File: config.mk
export PLATFORM = sky130hd
export DESIGN_NAME = telnet_option_parser
export DESIGN_NICKNAME = d
export VERILOG_FILES = /design/src/tnop_pkg.sv /design/src/tnop_core.sv /design/src/telnet_option_parser.sv
export VERILOG_INCLUDE_DIRS = /design/src /design/src/src
export SDC_FILE = /design/constraint.sdc
export NUM_CORES = 1
export LEC_CHECK = 0
export BUFFER_PORTS_ARGS = -buffer_cell sky130_fd_sc_hd__buf_2
export CAP_MARGIN = 10
export CORE_MARGIN = 2
export CORE_UTILIZATION = 58
export DETAILED_ROUTE_END_ITERATION = 7
export GPL_TIMING_DRIVEN = 0
export PLACE_DENSITY = 0.78
export SLEW_MARGIN = 5
export SYNTH_ARGS = -nofsm -noshare
export SYNTH_HDL_FRONTEND = slang
export SYNTH_SLANG_ARGS = --single-unit
export TNS_END_PERCENT = 20
File: constraint.sdc
create_clock -name clk -period 3.7 [get_ports clk]
set_clock_uncertainty 0.05 [all_clocks]
set_input_delay 0.555 -clock clk [delete_from_list [all_inputs] [get_ports clk]]
set_output_delay 0.555 -clock clk [all_outputs]
set_load 0.1 [all_outputs]
File: src/telnet_option_parser_macros.svh
// Assertion macros for the telnet option parser.
// Each macro expects clk and rst_n in the scope where it is used.
`ifndef TELNET_OPTION_PARSER_MACROS_SVH
`define TELNET_OPTION_PARSER_MACROS_SVH

// Same-cycle implication, disabled while in reset.
`define TNOP_ASSERT_NOW(lbl, ante, cons, msg) \
  lbl: assert property (@(posedge clk) disable iff (!rst_n) (ante) |-> (cons)) \
    else $error(msg);

// Next-cycle implication, disabled while in reset.
`define TNOP_ASSERT_NEXT(lbl, ante, cons, msg) \
  lbl: assert property (@(posedge clk) disable iff (!rst_n) (ante) |=> (cons)) \
    else $error(msg);

`endif

File: src/tnop_pkg.sv
// Shared constants and types for the telnet option parser.
// No dependencies.
package tnop_pkg;

  localparam int SUB_DEPTH = 8;
  localparam int SUB_CNT_W = $clog2(SUB_DEPTH + 1);
  // Only the first five subnegotiation bytes can ever be read (NAWS report).
  localparam int NAWS_LEN  = 5;

  localparam logic [7:0] B_IAC    = 8'd255;
  localparam logic [7:0] B_DONT   = 8'd254;
  localparam logic [7:0] B_DO     = 8'd253;
  localparam logic [7:0] B_WILL   = 8'd251;
  localparam logic [7:0] B_SB     = 8'd250;
  localparam logic [7:0] B_SE     = 8'd240;
  localparam logic [7:0] OPT_NAWS = 8'd31;
  localparam logic [7:0] OPT_EXT  = 8'd200;

  localparam logic [2:0] PH_IDLE   = 3'd0;
  localparam logic [2:0] PH_IAC    = 3'd1;
  localparam logic [2:0] PH_OPT    = 3'd2;
  localparam logic [2:0] PH_SUB    = 3'd3;
  localparam logic [2:0] PH_SUBIAC = 3'd4;

  localparam logic [1:0] EXT_PENDING = 2'd0;
  localparam logic [1:0] EXT_ENABLED = 2'd1;
  localparam logic [1:0] EXT_REFUSED = 2'd2;

  typedef struct packed {
    logic        is_data;
    logic        send_do_naws;
    logic [1:0]  ext_status;
    logic        greet_request;
    logic        resized;
    logic [15:0] win_width;
    logic [15:0] win_height;
  } tnop_res_t;

endpackage

File: src/tnop_core.sv
// Parser state and per-byte next-state logic of the telnet option parser.
// Depends on tnop_pkg and telnet_option_parser_macros.svh.
`include "telnet_option_parser_macros.svh"

module tnop_core (
  input  logic                clk,
  input  logic                rst_n,
  input  logic                step,
  input  logic [7:0]          rx_byte,
  output tnop_pkg::tnop_res_t res
);

  logic [2:0]                   phase_r, phase_nxt;
  logic [7:0]                   verb_r, verb_nxt;
  logic [tnop_pkg::SUB_CNT_W-1:0] cnt_r, cnt_nxt;
  logic [7:0]                   store_r   [tnop_pkg::NAWS_LEN];
  logic [7:0]                   store_nxt [tnop_pkg::NAWS_LEN];
  logic [15:0]                  width_r, width_nxt;
  logic [15:0]                  height_r, height_nxt;
  logic [1:0]                   ext_r, ext_nxt;
  logic                         greeted_r, greeted_nxt;
  logic                         naws, greet, resized, is_data;

  always_comb begin
    phase_nxt   = phase_r;
    verb_nxt    = verb_r;
    cnt_nxt     = cnt_r;
    store_nxt   = store_r;
    width_nxt   = width_r;
    height_nxt  = height_r;
    ext_nxt     = ext_r;
    greeted_nxt = greeted_r;
    naws        = 1'b0;
    greet       = 1'b0;
    resized     = 1'b0;
    is_data     = 1'b0;
    case (phase_r)
      tnop_pkg::PH_IAC: begin
        if (rx_byte >= tnop_pkg::B_WILL && rx_byte <= tnop_pkg::B_DONT) begin
          verb_nxt  = rx_byte;
          phase_nxt = tnop_pkg::PH_OPT;
        end else if (rx_byte == tnop_pkg::B_SB) begin
          cnt_nxt   = '0;
          phase_nxt = tnop_pkg::PH_SUB;
        end else begin
          phase_nxt = tnop_pkg::PH_IDLE;
        end
      end
      tnop_pkg::PH_OPT: begin
        if (rx_byte == tnop_pkg::OPT_NAWS) begin
          naws = 1'b1;
        end else if (rx_byte == tnop_pkg::OPT_EXT) begin
          if (verb_r == tnop_pkg::B_DO) begin
            ext_nxt = tnop_pkg::EXT_ENABLED;
            if (!greeted_r) begin
              greet       = 1'b1;
              greeted_nxt = 1'b1;
            end
          end else begin
            ext_nxt = tnop_pkg::EXT_REFUSED;
          end
        end
        phase_nxt = tnop_pkg::PH_IDLE;
      end
      tnop_pkg::PH_SUB: begin
        if (rx_byte == tnop_pkg::B_IAC) begin
          phase_nxt = tnop_pkg::PH_SUBIAC;
        end else if (cnt_r < tnop_pkg::SUB_CNT_W'(tnop_pkg::SUB_DEPTH)) begin
          // bytes past the NAWS report are counted but never read back
          for (int i = 0; i < tnop_pkg::NAWS_LEN; i++) begin
            if (cnt_r == tnop_pkg::SUB_CNT_W'(i)) begin
              store_nxt[i] = rx_byte;
            end
          end
          cnt_nxt = cnt_r + 1'b1;
        end
      end
      tnop_pkg::PH_SUBIAC: begin
        if (rx_byte == tnop_pkg::B_SE) begin
          if (cnt_r >= tnop_pkg::SUB_CNT_W'(tnop_pkg::NAWS_LEN) &&
              store_r[0] == tnop_pkg::OPT_NAWS) begin
            width_nxt  = {store_r[1], store_r[2]};
            height_nxt = {store_r[3], store_r[4]};
            resized    = 1'b1;
          end
          phase_nxt = tnop_pkg::PH_IDLE;
        end else begin
          phase_nxt = tnop_pkg::PH_SUB;
        end
      end
      default: begin
        if (rx_byte == tnop_pkg::B_IAC) begin
          phase_nxt = tnop_pkg::PH_IAC;
        end else begin
          is_data = 1'b1;
        end
      end
    endcase
  end

  assign res.is_data       = is_data;
  assign res.send_do_naws  = naws;
  assign res.ext_status    = ext_nxt;
  assign res.greet_request = greet;
  assign res.resized       = resized;
  assign res.win_width     = width_nxt;
  assign res.win_height    = height_nxt;

  always_ff @(posedge clk) begin
    if (!rst_n) begin
      phase_r   <= tnop_pkg::PH_IDLE;
      verb_r    <= '0;
      cnt_r     <= '0;
      width_r   <= '0;
      height_r  <= '0;
      ext_r     <= tnop_pkg::EXT_PENDING;
      greeted_r <= 1'b0;
    end else if (step) begin
      phase_r   <= phase_nxt;
      verb_r    <= verb_nxt;
      cnt_r     <= cnt_nxt;
      width_r   <= width_nxt;
      height_r  <= height_nxt;
      ext_r     <= ext_nxt;
      greeted_r <= greeted_nxt;
    end
  end

  always_ff @(posedge clk) begin
    if (step) begin
      store_r <= store_nxt;
    end
  end

  `TNOP_ASSERT_NOW(a_cnt_bound, 1'b1, cnt_r <= tnop_pkg::SUB_CNT_W'(tnop_pkg::SUB_DEPTH), "sub count past depth")
  `TNOP_ASSERT_NOW(a_data_alone, is_data, !naws && !greet && !resized, "data beat raised a command flag")
  `TNOP_ASSERT_NOW(a_resize_phase, resized, phase_r == tnop_pkg::PH_SUBIAC, "resize outside IAC SE")
  `TNOP_ASSERT_NEXT(a_greet_once, step && greet, greeted_r && ext_r == tnop_pkg::EXT_ENABLED, "greet not latched")

endmodule

File: src/telnet_option_parser.sv
// A byte is held in the input register; its result then waits in the result register for out_.
// Throughput: one byte per cycle unless a side stalls, which both registers allow.
// Each byte is parsed by one pass of logic in tnop_core between the two registers.
// Reset (rst_n low, synchronous): parser idle, size zero, option 200 pending, no beats held.
// Top level of the telnet option parser; depends on tnop_pkg and tnop_core.
module telnet_option_parser (
  input  logic        clk,
  input  logic        rst_n,
  input  logic        in_valid,
  output logic        in_ready,
  input  logic [7:0]  in_rx_byte,
  output logic        out_valid,
  input  logic        out_ready,
  output logic        out_is_data,
  output logic        out_send_do_naws,
  output logic [1:0]  out_ext_status,
  output logic        out_greet_request,
  output logic        out_resized,
  output logic [15:0] out_win_width,
  output logic [15:0] out_win_height
);

  logic                in_vld_r;
  logic [7:0]          in_byte_r;
  logic                out_vld_r;
  tnop_pkg::tnop_res_t res;
  tnop_pkg::tnop_res_t res_r;
  logic                adv;

  // Parse the held byte whenever the result register is free or draining.
  assign adv      = in_vld_r && (!out_vld_r || out_ready);
  assign in_ready = !in_vld_r || adv;

  tnop_core u_core (
    .clk     (clk),
    .rst_n   (rst_n),
    .step    (adv),
    .rx_byte (in_byte_r),
    .res     (res)
  );

  always_ff @(posedge clk) begin
    if (!rst_n) begin
      in_vld_r  <= 1'b0;
      out_vld_r <= 1'b0;
    end else begin
      if (in_ready) begin
        in_vld_r <= in_valid;
      end
      if (adv) begin
        out_vld_r <= 1'b1;
      end else if (out_ready) begin
        out_vld_r <= 1'b0;
      end
    end
  end

  always_ff @(posedge clk) begin
    if (in_valid && in_ready) begin
      in_byte_r <= in_rx_byte;
    end
    if (adv) begin
      res_r <= res;
    end
  end

  assign out_valid         = out_vld_r;
  assign out_is_data       = res_r.is_data;
  assign out_send_do_naws  = res_r.send_do_naws;
  assign out_ext_status    = res_r.ext_status;
  assign out_greet_request = res_r.greet_request;
  assign out_resized       = res_r.resized;
  assign out_win_width     = res_r.win_width;
  assign out_win_height    = res_r.win_height;

endmodule

==> results of run 1 <==
==> cells by family (layout without fill, tap and decap cells) <==
kind of cell / Yosys count / after routing / share of synthesized area, %
muxes: 36 / 36 / 7.62
buffers and inverters: 25 / 108 / 2.16
AOI/OAI and AO/OA: 62 / 62 / 6.53
adders and majority gates: 4 / 4 / 0.950
DFF: 138 / 138 / 68.8
and+or+nand+nor: 146 / 146 / 14.0
==> registers in the layout, summed over array words and instances, names as in the netlist <==
register,cells
u_core.verb_r,8
out_greet_request,1
out_win_width,16
u_core.phase_r,3
out_ext_status,2
u_core.ext_r,2
u_core.width_r,16
u_core.greeted_r,1
out_resized,1
u_core.height_r,16
out_valid,1
in_byte_r,8
in_vld_r,1
out_win_height,16
out_is_data,1
u_core.store_r,40
out_send_do_naws,1
u_core.cnt_r,4
==> path summary, 6_finish.rpt <==
kind,from,endpoint,slack (ns),cells past startpoint
max,out_valid,u_core.width_r[14],0.77,8
min,in_rx_byte[3],in_byte_r[3],0.17,1
max reg2reg,out_valid,u_core.width_r[14],0.77,8
min reg2reg,u_core.height_r[0],u_core.height_r[0],0.40,2
==> layout make-up <==
cell class	count	share of cell area [%]
sequential	138	58.2
multi-input combinational	248	24.6
clock buffer	22	7.27
timing repair buffer	51	4.10
tap	108	2.17
clock inverter	10	1.89
buffer	18	1.41
inverter	7	0.442
==> per-layer routing <==
metal	up-vias	wire length, microns	GRT usage (%)
li1	1635	-	-
met1	1605	4160	27.3
met2	124	5020	35.7
met3	13	549	6.75
met4	0	81	7.27
met5	-	0	0
==> stage by stage <==
stage | cell area [sq um] | cells
finish | 6230 | 602
global placement | 5660 | 570
floorplan | 5270 | 411
detailed placement | 5660 | 570
CTS | 6230 | 602
global route | 6230 | 602
==> synthesized netlist by cell type, types with 3 or more instances <==
cell type                  number
sky130_fd_sc_hd__a21oi_1       42
sky130_fd_sc_hd__and4_1         3
sky130_fd_sc_hd__edfxtp_1      86
sky130_fd_sc_hd__inv_1          6
sky130_fd_sc_hd__buf_2          4
sky130_fd_sc_hd__mux2_2        31
sky130_fd_sc_hd__clkbuf_1      10
sky130_fd_sc_hd__nor2_1        23
sky130_fd_sc_hd__and2_1         6
sky130_fd_sc_hd__and3_1         3
sky130_fd_sc_hd__mux2i_1        3
sky130_fd_sc_hd__buf_4          4
sky130_fd_sc_hd__nor2b_1        4
sky130_fd_sc_hd__o21ai_0        9
sky130_fd_sc_hd__nand2_1       70
sky130_fd_sc_hd__nand3_1        4
sky130_fd_sc_hd__ha_1           4
sky130_fd_sc_hd__dfxtp_1       52
sky130_fd_sc_hd__nand2b_1       4
sky130_fd_sc_hd__nand4_1        7
==> report_power, final <==
part | internal, mW | leakage [nW] | total, mW | switching [mW]
clock | 0.996 | 0.279 | 1.61 | 0.613
sequential | 1.66 | 1.19 | 1.68 | 0.0223
combinational | 0.0234 | 0.749 | 0.210 | 0.187
total | 2.68 | 2.22 | 3.50 | 0.822
==> worst max-delay path, delay by kind of cell (launching register included) <==
family	cells	cell delay, ns
AND/OR/NAND/NOR	4	1.07
buffers and inverters	3	1.21
flip-flops	1	0.32
AO/OA/AOI/OAI	1	0.17
==> tab_implementation.tex, run 1 <==
\begin{tabular}{lr}
\hline
Metric & Value \\
\hline
\multicolumn{2}{l}{\textbf{Run status}} \\
\quad Run status & complete, no violations \\
\multicolumn{2}{l}{\textbf{Layout}} \\
\quad Area added between synthesis and finish & 18.3\% \\
\quad Final core utilization & a little under three quarters \\
\quad Antenna cell count & 0 \\
\quad Count of fill cells added during filler insertion & 592 \\
\quad Total area of multi-input combinational cells & roughly 1500 sq um \\
\quad Fraction of layout instances using a drive strength above 1 & between 20\% and 30\% \\
\quad Total number of nets in the final design & $\sim$500 \\
\quad Commonest non-fill, non-tap cell in the layout & sky130\_fd\_sc\_hd\_\_edfxtp\_1 \\
\quad Area taken by flip-flops and latches & $\sim$3600 sq um \\
\quad Most frequent cells in the layout & sky130\_fd\_sc\_hd\_\_edfxtp\_1 (86), sky130\_fd\_sc\_hd\_\_nand2\_1 (70), sky130\_fd\_sc\_hd\_\_buf\_2 (55) \\
\multicolumn{2}{l}{\textbf{Power and ir drop}} \\
\quad Tot Pwr & between 3 and 4 mW \\
\quad Lkg Pwr & between 2 and 2.5 nW \\
\quad Peak VDD IR & between 0.4 and 0.5 mV \\
\quad Total power divided by cell area & between 500 and 600 nW/um\^{}2 \\
\multicolumn{2}{l}{\textbf{Setup path}} \\
\quad Setup Crit Path Kind & reg2reg \\
\quad Crit start category & register \\
\quad Delay of the slowest cell on the worst path & roughly 0.60 ns \\
\quad Kind of end point of the critical path & register \\
\quad Cells along the critical path & nor2b\_1 -> nand2b\_1 -> buf\_2 -> clkinv\_2 -> nand4\_1 -> clkbuf\_1 -> nand2\_1 -> a21oi\_1 \\
\quad Arrival time at the worst endpoint & 3.31 ns \\
\quad Max Fanout on Critical Path & between 40 and 50 \\
\quad Worst Path Required & a little over 4 ns \\
\quad Worst path slowest cell & sky130\_fd\_sc\_hd\_\_clkinv\_2 \\
\multicolumn{2}{l}{\textbf{Place}} \\
\quad Number of port buffers & 51 \\
\quad Setup WS pre-CTS & about 0.43 ns \\
\quad Detailed placer's ending HPWL & 5920 microns \\
\quad GPL Wtd Cong & approximately 0.84 \\
\multicolumn{2}{l}{\textbf{Flow run}} \\
\quad Max-capacitance violation count & 0 \\
\multicolumn{2}{l}{\textbf{STA}} \\
\quad Setup TNS & 0 ns \\
\quad Final Hold Slack & about 0.17 ns \\
\quad Unrepaired setup endpoints after global routing & false \\
\quad Number of max-slew violations in the final report & 0 \\
\quad Final setup viols & 0 \\
\quad Post-layout worst setup margin & 0.774 ns \\
\quad Share of the clock period used by the worst path & between 70\% and 80\% \\
\quad FMAX & about 340 MHz \\
\quad Worst Max-Slew Pin Slew & about 0.76 ns \\
\quad Slew margin rel. & between 40\% and 50\% \\
\quad Final Hold Viols & 0 \\
\quad Minimum clock period & slightly below 3 ns \\
\multicolumn{2}{l}{\textbf{Yosys}} \\
\quad Synthesized cell area & $\sim$5300 sq um \\
\quad Warnings, synthesis & 0 \\
\quad Post-Syn Instances & 411 \\
\quad Cell taking the most area after synthesis & sky130\_fd\_sc\_hd\_\_edfxtp\_1 \\
\quad Post-synth EDFFs & 86 \\
\quad Sequential-to-total area share from yosys stat & around 70\% \\
\quad Post-synthesis cell type count & 50 \\
\quad Share of flip-flops with an asynchronous set or reset after synthesis & 0\% \\
\quad Avg Synthesized Cell Area & approximately 13 sq um \\
\quad Share of the synthesized area in the top cell type & about half \\
\quad Ys flop type & sky130\_fd\_sc\_hd\_\_edfxtp\_1 \\
\quad Synthesized netlist net count & $\sim$430 \\
\quad Synth top area cells & sky130\_fd\_sc\_hd\_\_edfxtp\_1 (49\%), sky130\_fd\_sc\_hd\_\_dfxtp\_1 (20\%), sky130\_fd\_sc\_hd\_\_mux2\_2 (6.6\%), sky130\_fd\_sc\_hd\_\_nand2\_1 (5.0\%), sky130\_fd\_sc\_hd\_\_a21oi\_1 (4.0\%) \\
\quad Number of synthesized register bits & about 140 \\
\multicolumn{2}{l}{\textbf{Clocking}} \\
\quad Number of buffers inserted during clock tree synthesis & 17 \\
\quad Clock tree from TritonCTS & built \\
\quad Hold Buf Count CTS & 0 \\
\quad Latest clock arrival within the worst-skew pair & about 0.52 ns \\
\quad Number of clock sinks & between 100 and 150 \\
\quad Post-CTS Setup Bufs & 0 \\
\quad Maximum level of the CTS H-tree & 4 \\
\quad Register clock-pin slew on the reported worst setup and hold paths & around 0.060 ns \\
\quad CTS resizes & 0 \\
\quad Clock root cell & sky130\_fd\_sc\_hd\_\_clkbuf\_8 \\
\quad Clock Tree Buf Depth & 2 \\
\multicolumn{2}{l}{\textbf{Route}} \\
\quad Detailed-route vias per instance & roughly 5.6 \\
\quad Iteration-0 DRC count of the detailed router & 217 \\
\quad DR pass1 iterations & 5 \\
\quad Via total after detailed routing & approximately 3400 \\
\quad \# DRC & 0 \\
\quad Final routed wire length divided by cell count & $\sim$16 microns \\
\quad DRT antenna net count & 0 \\
\quad Total wire length after detailed routing & roughly 9800 microns \\
\multicolumn{2}{l}{\textbf{Global route}} \\
\quad Initial antenna violation count & 0 \\
\quad Grt total ovfl & 0 \\
\quad Total global routing track utilization & a little over a fifth \\
\quad First-pass GRT wire length & roughly 16000 microns \\
\quad Via count of the first global-routing pass & between 3000 and 4000 \\
\quad Largest net degree at the start of global routing & 47 \\
\multicolumn{2}{l}{\textbf{Floorplanning}} \\
\quad Die height & 99.3 microns \\
\quad Area inside the core boundary & 8760 sq um \\
\quad Horizontal extent of the die & 99.3 microns \\
\quad Initial Util & between 60\% and 70\% \\
\quad Count of boundary I/O pins & 52 \\
\quad Die area & between 9000 and 10000 sq um \\
\quad Standard-cell rows & 34 \\
\multicolumn{2}{l}{\textbf{Min path}} \\
\quad Hold Path Class & in2reg \\
\hline
\end{tabular}
No activity file was read; power rests on OpenSTA's default activity.
==> run 2: changes to the inputs <==
==> constraint.sdc (replaced) <==
create_clock -name clk -period 3.1 [get_ports clk]
set_clock_uncertainty 0.05 [all_clocks]
set_input_delay 0.465 -clock clk [delete_from_list [all_inputs] [get_ports clk]]
set_output_delay 0.465 -clock clk [all_outputs]
set_load 0.1 [all_outputs]
==> run 2 against run 1 <==
Net effect: flip-flop and latch count unchanged; count of clock-buffer cells in the layout is 1 lower; via count grew 0.65%; sequential share of layout area up 0.15 points; largest power group unchanged.
==> tab_implementation.tex, run 2 (same netlist as run 1, synthesis figures left out) <==
\begin{tabular}{lr}
\hline
Metric & Value \\
\hline
\multicolumn{2}{l}{\textbf{Run status}} \\
\quad Run status & complete, no violations (unchanged) \\
\multicolumn{2}{l}{\textbf{Place}} \\
\quad GPL Wtd Cong & 0.835 (was 0.842) \\
\quad Setup WS pre-CTS & -0.0455 ns (was 0.434 ns) \\
\quad Detailed placer's ending HPWL & 6100 microns (was 5920 microns) \\
\quad Number of port buffers & 51 (unchanged) \\
\multicolumn{2}{l}{\textbf{Route}} \\
\quad DRT antenna net count & 0 (unchanged) \\
\quad Final routed wire length divided by cell count & 16.5 microns (was 16.3 microns) \\
\quad Iteration-0 DRC count of the detailed router & 242 (was 217) \\
\quad Total wire length after detailed routing & 9910 microns (was 9810 microns) \\
\quad DR pass1 iterations & 5 (unchanged) \\
\quad \# DRC & 0 (unchanged) \\
\quad Detailed-route vias per instance & 5.65 (was 5.61) \\
\quad Via total after detailed routing & 3399 (was 3377) \\
\multicolumn{2}{l}{\textbf{Global route}} \\
\quad Grt total ovfl & 0 (unchanged) \\
\quad Largest net degree at the start of global routing & 47 (unchanged) \\
\quad Initial antenna violation count & 0 (unchanged) \\
\quad Total global routing track utilization & 21.7\% (was 21.6\%) \\
\quad Via count of the first global-routing pass & 3287 (was 3326) \\
\quad First-pass GRT wire length & 16200 microns (about the same) \\
\multicolumn{2}{l}{\textbf{STA}} \\
\quad Final Hold Viols & 0 (unchanged) \\
\quad Slew margin rel. & 53.4\% (was 49.4\%) \\
\quad Number of max-slew violations in the final report & 0 (unchanged) \\
\quad Post-layout worst setup margin & 0.306 ns (was 0.774 ns) \\
\quad Final Hold Slack & 0.0620 ns (was 0.165 ns) \\
\quad Unrepaired setup endpoints after global routing & false (unchanged) \\
\quad Final setup viols & 0 (unchanged) \\
\quad Worst Max-Slew Pin Slew & 0.696 ns (was 0.759 ns) \\
\quad Minimum clock period & 2.79 ns (was 2.93 ns) \\
\quad FMAX & 358 MHz (was 342 MHz) \\
\quad Share of the clock period used by the worst path & 90.1\% (was 79.1\%) \\
\multicolumn{2}{l}{\textbf{Clocking}} \\
\quad Number of clock sinks & 138 (unchanged) \\
\quad Latest clock arrival within the worst-skew pair & 0.53 ns (was 0.52 ns) \\
\quad Hold Buf Count CTS & 0 (unchanged) \\
\quad Clock Tree Buf Depth & 2 (unchanged) \\
\quad Post-CTS Setup Bufs & 0 (unchanged) \\
\quad Maximum level of the CTS H-tree & 4 (unchanged) \\
\quad Clock tree from TritonCTS & built (unchanged) \\
\quad CTS resizes & 0 (unchanged) \\
\quad Clock root cell & sky130\_fd\_sc\_hd\_\_clkbuf\_8 (unchanged) \\
\quad Number of buffers inserted during clock tree synthesis & 17 (unchanged) \\
\quad Register clock-pin slew on the reported worst setup and hold paths & 0.06 ns (about the same) \\
\multicolumn{2}{l}{\textbf{Floorplanning}} \\
\quad Die height & 99.3 microns (unchanged) \\
\quad Area inside the core boundary & 8760 sq um (unchanged) \\
\quad Die area & 9860 sq um (unchanged) \\
\quad Initial Util & 60.1\% (unchanged) \\
\quad Horizontal extent of the die & 99.3 microns (unchanged) \\
\quad Count of boundary I/O pins & 52 (unchanged) \\
\quad Standard-cell rows & 34 (unchanged) \\
\multicolumn{2}{l}{\textbf{Layout}} \\
\quad Flip-flop count of the largest register after layout & 40 (unchanged) \\
\quad Antenna cell count & 0 (unchanged) \\
\quad Fraction of layout instances using a drive strength above 1 & 25.7\% (unchanged) \\
\quad Area added between synthesis and finish & 18.0\% (was 18.3\%) \\
\quad Total number of nets in the final design & 497 (unchanged) \\
\quad Most frequent cells in the layout & sky130\_fd\_sc\_hd\_\_edfxtp\_1 (86), sky130\_fd\_sc\_hd\_\_nand2\_1 (70), sky130\_fd\_sc\_hd\_\_buf\_2 (55) (unchanged) \\
\quad Commonest non-fill, non-tap cell in the layout & sky130\_fd\_sc\_hd\_\_edfxtp\_1 (unchanged) \\
\quad Most flop-heavy register & u\_core.store\_r (unchanged) \\
\multicolumn{2}{l}{\textbf{Min path}} \\
\quad Hold Path Class & in2reg (unchanged) \\
\multicolumn{2}{l}{\textbf{Setup path}} \\
\quad Arrival time at the worst endpoint & 3.02 ns (was 3.31 ns) \\
\quad Worst R2R Setup Slack & 0.31 ns (was 0.77 ns) \\
\quad Worst Path Required & 3.33 ns (was 4.08 ns) \\
\quad Category of cells accounting for the largest share of critical-path delay & simple AND/OR/NAND/NOR gates (was buffers and inverters) \\
\quad Number of buffers and inverters on the critical path & 1 (was 3) \\
\quad Worst path slowest cell & sky130\_fd\_sc\_hd\_\_or4\_1 (was sky130\_fd\_sc\_hd\_\_clkinv\_2) \\
\quad Crit start category & register (unchanged) \\
\quad Kind of end point of the critical path & register (unchanged) \\
\quad Setup Crit Path Kind & reg2reg (unchanged) \\
\quad Delay of the slowest cell on the worst path & 0.63 ns (was 0.60 ns) \\
\quad Max Fanout on Critical Path & 10 (was 46) \\
\quad Cells along the critical path & nand4\_1 -> or4\_1 -> nor3\_4 -> buf\_4 -> mux2\_2 (was nor2b\_1 -> nand2b\_1 -> buf\_2 -> clkinv\_2 -> nand4\_1 -> clkbuf\_1 -> nand2\_1 -> a21oi\_1) \\
\multicolumn{2}{l}{\textbf{Power and ir drop}} \\
\quad Total power divided by cell area & 662 nW/um\^{}2 (was 562 nW/um\^{}2) \\
\quad Peak VDD IR & 0.401 mV (was 0.408 mV) \\
\quad Lkg Pwr & 2.21 nW (was 2.22 nW) \\
\quad Tot Pwr & 4.12 mW (was 3.50 mW) \\
\multicolumn{2}{l}{\textbf{Flow run}} \\
\quad Max-capacitance violation count & 0 (unchanged) \\
\hline
\end{tabular}
==> run 2: path summary, 6_finish.rpt <==
path	start	to	cells past startpoint
setup / recovery	in_byte_r[4]	out_win_width[9]	5
hold / removal	in_rx_byte[3]	in_byte_r[3]	1
setup reg to reg	in_byte_r[4]	out_win_width[9]	5
hold reg to reg	u_core.height_r[9]	u_core.height_r[9]	2
==> run 2: per-stage QoR <==
| step | util, % | instances | instance area [sq um] | setup TNS [ns] |
|---|---|---|---|---|
| floorplan | - | 411 | 5270 | 0 |
| global placement | 64.6 | 570 | 5660 | 0 |
| detailed placement | 64.6 | 570 | 5660 | -0.361 |
| CTS | 70.9 | 602 | 6210 | 0 |
| global route | 70.9 | 602 | 6210 | 0 |
| finish | 70.9 | 602 | 6210 | 0 |
==> run 2: metal layers <==
metal  up-vias  share of wire [%]  routed length [microns]  GRT usage (%)
li1       1633                  -                        -              -
met1      1604                 43                     4260           29.1
met2       142                 49                     4810           33.7
met3        20                6.6                      654           6.61
met4         0                1.9                      184           8.32
met5         -                  0                        0              0
==> run 2: cell type report <==
class | instances | area, sq um
Clock buffer | 21 | 459
Multi-Input combinational cell | 248 | 1530
Sequential cell | 138 | 3620
Fill cell | 597 | 2550
Buffer | 18 | 87.6
Clock inverter | 11 | 93.8
Inverter | 7 | 28.8
Timing Repair Buffer | 51 | 255
Tap cell | 108 | 135
==> run 2: power breakdown <==
part | switching, mW | internal [mW] | total, mW
clock | 0.735 | 1.12 | 1.86
combinational | 0.223 | 0.0280 | 0.252
sequential | 0.0269 | 1.98 | 2.01
total | 0.986 | 3.13 | 4.12
==> run 3: changes to the inputs <==
--- a/config.mk
+++ b/config.mk
@@ -8,11 +8,13 @@
 export LEC_CHECK = 0
 export BUFFER_PORTS_ARGS = -buffer_cell sky130_fd_sc_hd__buf_2
 export CAP_MARGIN = 10
+export CELL_PAD_IN_SITES_DETAIL_PLACEMENT = 0
+export CELL_PAD_IN_SITES_GLOBAL_PLACEMENT = 1
 export CORE_MARGIN = 2
-export CORE_UTILIZATION = 58
+export CORE_UTILIZATION = 48
 export DETAILED_ROUTE_END_ITERATION = 7
 export GPL_TIMING_DRIVEN = 0
-export PLACE_DENSITY = 0.78
+export PLACE_DENSITY_LB_ADDON = 0.1
 export SLEW_MARGIN = 5
 export SYNTH_ARGS = -nofsm -noshare
 export SYNTH_HDL_FRONTEND = slang
==> run 3 against run 2 <==
Net effect: total power is 5.1% higher; sequential share of layout area is 0.90 points lower; wire length is 2.1% higher; via count is 2.7% lower; maximum frequency is 3.9% lower; combinational power hardly changed; first-iteration DRC count is 18% lower; cell count is 5.3% higher; sequential power hardly changed; flip-flop and latch count stayed put; register-to-register slack worse by 0.11 ns; count of clock-buffer cells in the layout is 1 higher; critical endpoint is now out_win_width[13]; largest cell class unchanged; largest power group is now the clock network.
==> tab_implementation.tex, run 3 (same netlist as run 1, synthesis figures left out) <==
\begin{tabular}{lr}
\hline
Metric & Value \\
\hline
\multicolumn{2}{l}{\textbf{Route}} \\
\quad Iteration-0 DRC count of the detailed router & 199 (was 242) \\
\quad DR pass1 iterations & 7 (was 5) \\
\quad \# DRC & 0 (unchanged) \\
\quad Total wire length after detailed routing & 10100 microns (was 9910 microns) \\
\quad Final routed wire length divided by cell count & 16.0 microns (was 16.5 microns) \\
\quad Detailed-route vias per instance & 5.22 (was 5.65) \\
\quad DRT antenna net count & 0 (unchanged) \\
\quad Via total after detailed routing & 3307 (was 3399) \\
\multicolumn{2}{l}{\textbf{Floorplanning}} \\
\quad Initial Util & 48.8\% (was 60.1\%) \\
\quad Standard-cell rows & 38 (was 34) \\
\quad Area inside the core boundary & 10800 sq um (was 8760 sq um) \\
\quad Count of boundary I/O pins & 52 (unchanged) \\
\quad Die area & 11800 sq um (was 9860 sq um) \\
\quad Die height & 109 microns (was 99.3 microns) \\
\quad Horizontal extent of the die & 109 microns (was 99.3 microns) \\
\multicolumn{2}{l}{\textbf{Clocking}} \\
\quad Latest clock arrival within the worst-skew pair & 0.52 ns (was 0.53 ns) \\
\quad Number of clock sinks & 138 (unchanged) \\
\quad Clock tree from TritonCTS & built (unchanged) \\
\quad Maximum level of the CTS H-tree & 4 (unchanged) \\
\quad Clock root cell & sky130\_fd\_sc\_hd\_\_clkbuf\_8 (unchanged) \\
\quad Clock Tree Buf Depth & 2 (unchanged) \\
\quad Register clock-pin slew on the reported worst setup and hold paths & 0.06 ns (about the same) \\
\quad Number of buffers inserted during clock tree synthesis & 17 (unchanged) \\
\quad Hold Buf Count CTS & 0 (unchanged) \\
\multicolumn{2}{l}{\textbf{Global route}} \\
\quad Grt total ovfl & 0 (unchanged) \\
\quad Initial antenna violation count & 0 (unchanged) \\
\quad Largest net degree at the start of global routing & 47 (unchanged) \\
\quad Via count of the first global-routing pass & 3053 (was 3287) \\
\quad Total global routing track utilization & 18.6\% (was 21.7\%) \\
\quad First-pass GRT wire length & 16000 microns (was 16200 microns) \\
\multicolumn{2}{l}{\textbf{Setup path}} \\
\quad Setup Crit Path Kind & reg2reg (unchanged) \\
\quad Worst R2R Setup Slack & 0.19 ns (was 0.31 ns) \\
\quad Worst Path Required & 3.32 ns (was 3.33 ns) \\
\quad Crit start category & register (unchanged) \\
\quad Capturing point of the worst reg2reg path & out\_win\_width[13] (was out\_win\_width[9]) \\
\quad Arrival time at the worst endpoint & 3.12 ns (was 3.02 ns) \\
\quad FF-to-FF path depth & 5 (unchanged) \\
\quad Kind of end point of the critical path & register (unchanged) \\
\quad Critical path launch point & in\_byte\_r[4] (unchanged) \\
\quad Start of the worst register-to-register path & in\_byte\_r[4] (unchanged) \\
\quad Max Fanout on Critical Path & 10 (unchanged) \\
\multicolumn{2}{l}{\textbf{STA}} \\
\quad Final setup viols & 0 (unchanged) \\
\quad Minimum clock period & 2.91 ns (was 2.79 ns) \\
\quad Unrepaired setup endpoints after global routing & false (unchanged) \\
\quad Slew margin rel. & 49.6\% (was 53.4\%) \\
\quad Worst Max-Slew Pin Slew & 0.752 ns (was 0.696 ns) \\
\quad Share of the clock period used by the worst path & 93.8\% (was 90.1\%) \\
\quad Number of max-slew violations in the final report & 0 (unchanged) \\
\quad Post-layout worst setup margin & 0.192 ns (was 0.306 ns) \\
\quad FMAX & 344 MHz (was 358 MHz) \\
\quad Final Hold Viols & 0 (unchanged) \\
\multicolumn{2}{l}{\textbf{Power and ir drop}} \\
\quad Total power divided by cell area & 686 nW/um\^{}2 (was 662 nW/um\^{}2) \\
\quad Peak VDD IR & 0.398 mV (was 0.401 mV) \\
\quad Lkg Pwr & 2.22 nW (was 2.21 nW) \\
\quad Tot Pwr & 4.33 mW (was 4.12 mW) \\
\multicolumn{2}{l}{\textbf{Min path}} \\
\quad Number of instances on the worst hold path & 1 (unchanged) \\
\quad Worst hold path endpoint & in\_byte\_r[7] (was in\_byte\_r[3]) \\
\quad Startpoint of the tightest hold check path & in\_rx\_byte[7] (was in\_rx\_byte[3]) \\
\quad Hold Path Class & in2reg (unchanged) \\
\multicolumn{2}{l}{\textbf{Layout}} \\
\quad Area added between synthesis and finish & 19.8\% (was 18.0\%) \\
\quad Most flop-heavy register & u\_core.store\_r (unchanged) \\
\quad Flip-flop count of the largest register after layout & 40 (unchanged) \\
\quad Fraction of layout instances using a drive strength above 1 & 25.5\% (was 25.7\%) \\
\quad Total number of nets in the final design & 497 (unchanged) \\
\quad Commonest non-fill, non-tap cell in the layout & sky130\_fd\_sc\_hd\_\_edfxtp\_1 (unchanged) \\
\quad Most frequent cells in the layout & sky130\_fd\_sc\_hd\_\_edfxtp\_1 (86), sky130\_fd\_sc\_hd\_\_nand2\_1 (70), sky130\_fd\_sc\_hd\_\_buf\_2 (55) (unchanged) \\
\quad Count of fill cells added during filler insertion & 875 (was 597) \\
\quad Antenna cell count & 0 (unchanged) \\
\multicolumn{2}{l}{\textbf{Place}} \\
\quad GPL Wtd Cong & 0.777 (was 0.835) \\
\quad Detailed placer's ending HPWL & 6330 microns (was 6100 microns) \\
\quad Number of port buffers & 51 (unchanged) \\
\quad Setup WS pre-CTS & -0.0830 ns (was -0.0455 ns) \\
\multicolumn{2}{l}{\textbf{Flow run}} \\
\quad Max-capacitance violation count & 0 (unchanged) \\
\multicolumn{2}{l}{\textbf{Run status}} \\
\quad Run status & complete, no violations (unchanged) \\
\hline
\end{tabular}
[run 3: changes by cell type in the layout (fill, tap and decap cells not counted)]
cell                         change
sky130_fd_sc_hd__bufinv_16       +3
sky130_fd_sc_hd__clkbuf_1        +3
sky130_fd_sc_hd__clkinv_2        -3
sky130_fd_sc_hd__clkbuf_8        -2
sky130_fd_sc_hd__clkinv_1        -2
sky130_fd_sc_hd__clkinvlp_4      +2
sky130_fd_sc_hd__inv_6           -1
[run 3: worst max-delay path, cell delays in order (launching register included)]
cell and delay, ns:
sky130_fd_sc_hd__edfxtp_1 0.67, sky130_fd_sc_hd__nand4_1 0.31, sky130_fd_sc_hd__or4_1 0.65, sky130_fd_sc_hd__nor3_4 0.33
sky130_fd_sc_hd__buf_4 0.26, sky130_fd_sc_hd__mux2_2 0.37
[run 3: stage by stage]
stage / hold slack (ns) / std cells / cell area (sq um) / utilization, % / setup TNS [ns]
4_1_cts: 0.0453 / 634 / 6310 / 58.5 / 0
5_1_grt: 0.0510 / 634 / 6310 / 58.5 / 0
3_3_place_gp: 0.384 / 602 / 5700 / 52.8 / -0.0279
2_1_floorplan: 0.378 / 411 / 5270 / - / 0
3_5_place_dp: 0.392 / 602 / 5700 / 52.8 / -1.79
6_report: 0.0687 / 634 / 6310 / 58.5 / 0
[run 3: worst max path at each step]
stage | end | slack (ns) | depth (start not counted)
global route | out_win_width[0] | 0.06 | 5
floorplan | u_core.height_r[0] | 0.19 | 9
finish | out_win_width[13] | 0.19 | 5
CTS | u_core.height_r[13] | 0.07 | 8
global placement | u_core.width_r[6] | -0.008 | 9
detailed placement | u_core.width_r[5] | -0.08 | 9
[run 3: timing repair]
item / CTS / global route
buffers inserted: 0 / 0
setup endpoints to repair: 0 / 30
resized for setup: 0 / 1
[run 3: layout make-up]
class,instances,area [sq um],share of cell area (%)
Timing Repair Buffer,51,255,4.04
Inverter,7,28.8,0.456
Clock buffer,22,443,7.02
Multi-Input combinational cell,248,1530,24.3
Tap cell,140,175,2.78
Buffer,18,87.6,1.39
Clock inverter,10,168,2.66
Sequential cell,138,3620,57.4
[run 3: power by group]
group	internal [mW]	leakage [nW]	switching (mW)
clock network	1.33	0.282	0.735
registers	1.98	1.19	0.0289
logic	0.0280	0.749	0.225
total	3.34	2.22	0.988
[run 3: layer usage]
layer / GRT usage [%] / share of wire [%] / vias to the layer above
met3: 4.42 / 3.6 / 12
met2: 28.6 / 48 / 72
li1: - / - / 1626
met4: 7.23 / 1.4 / 0
met5: 0 / 0 / -
met1: 25.5 / 47 / 1597
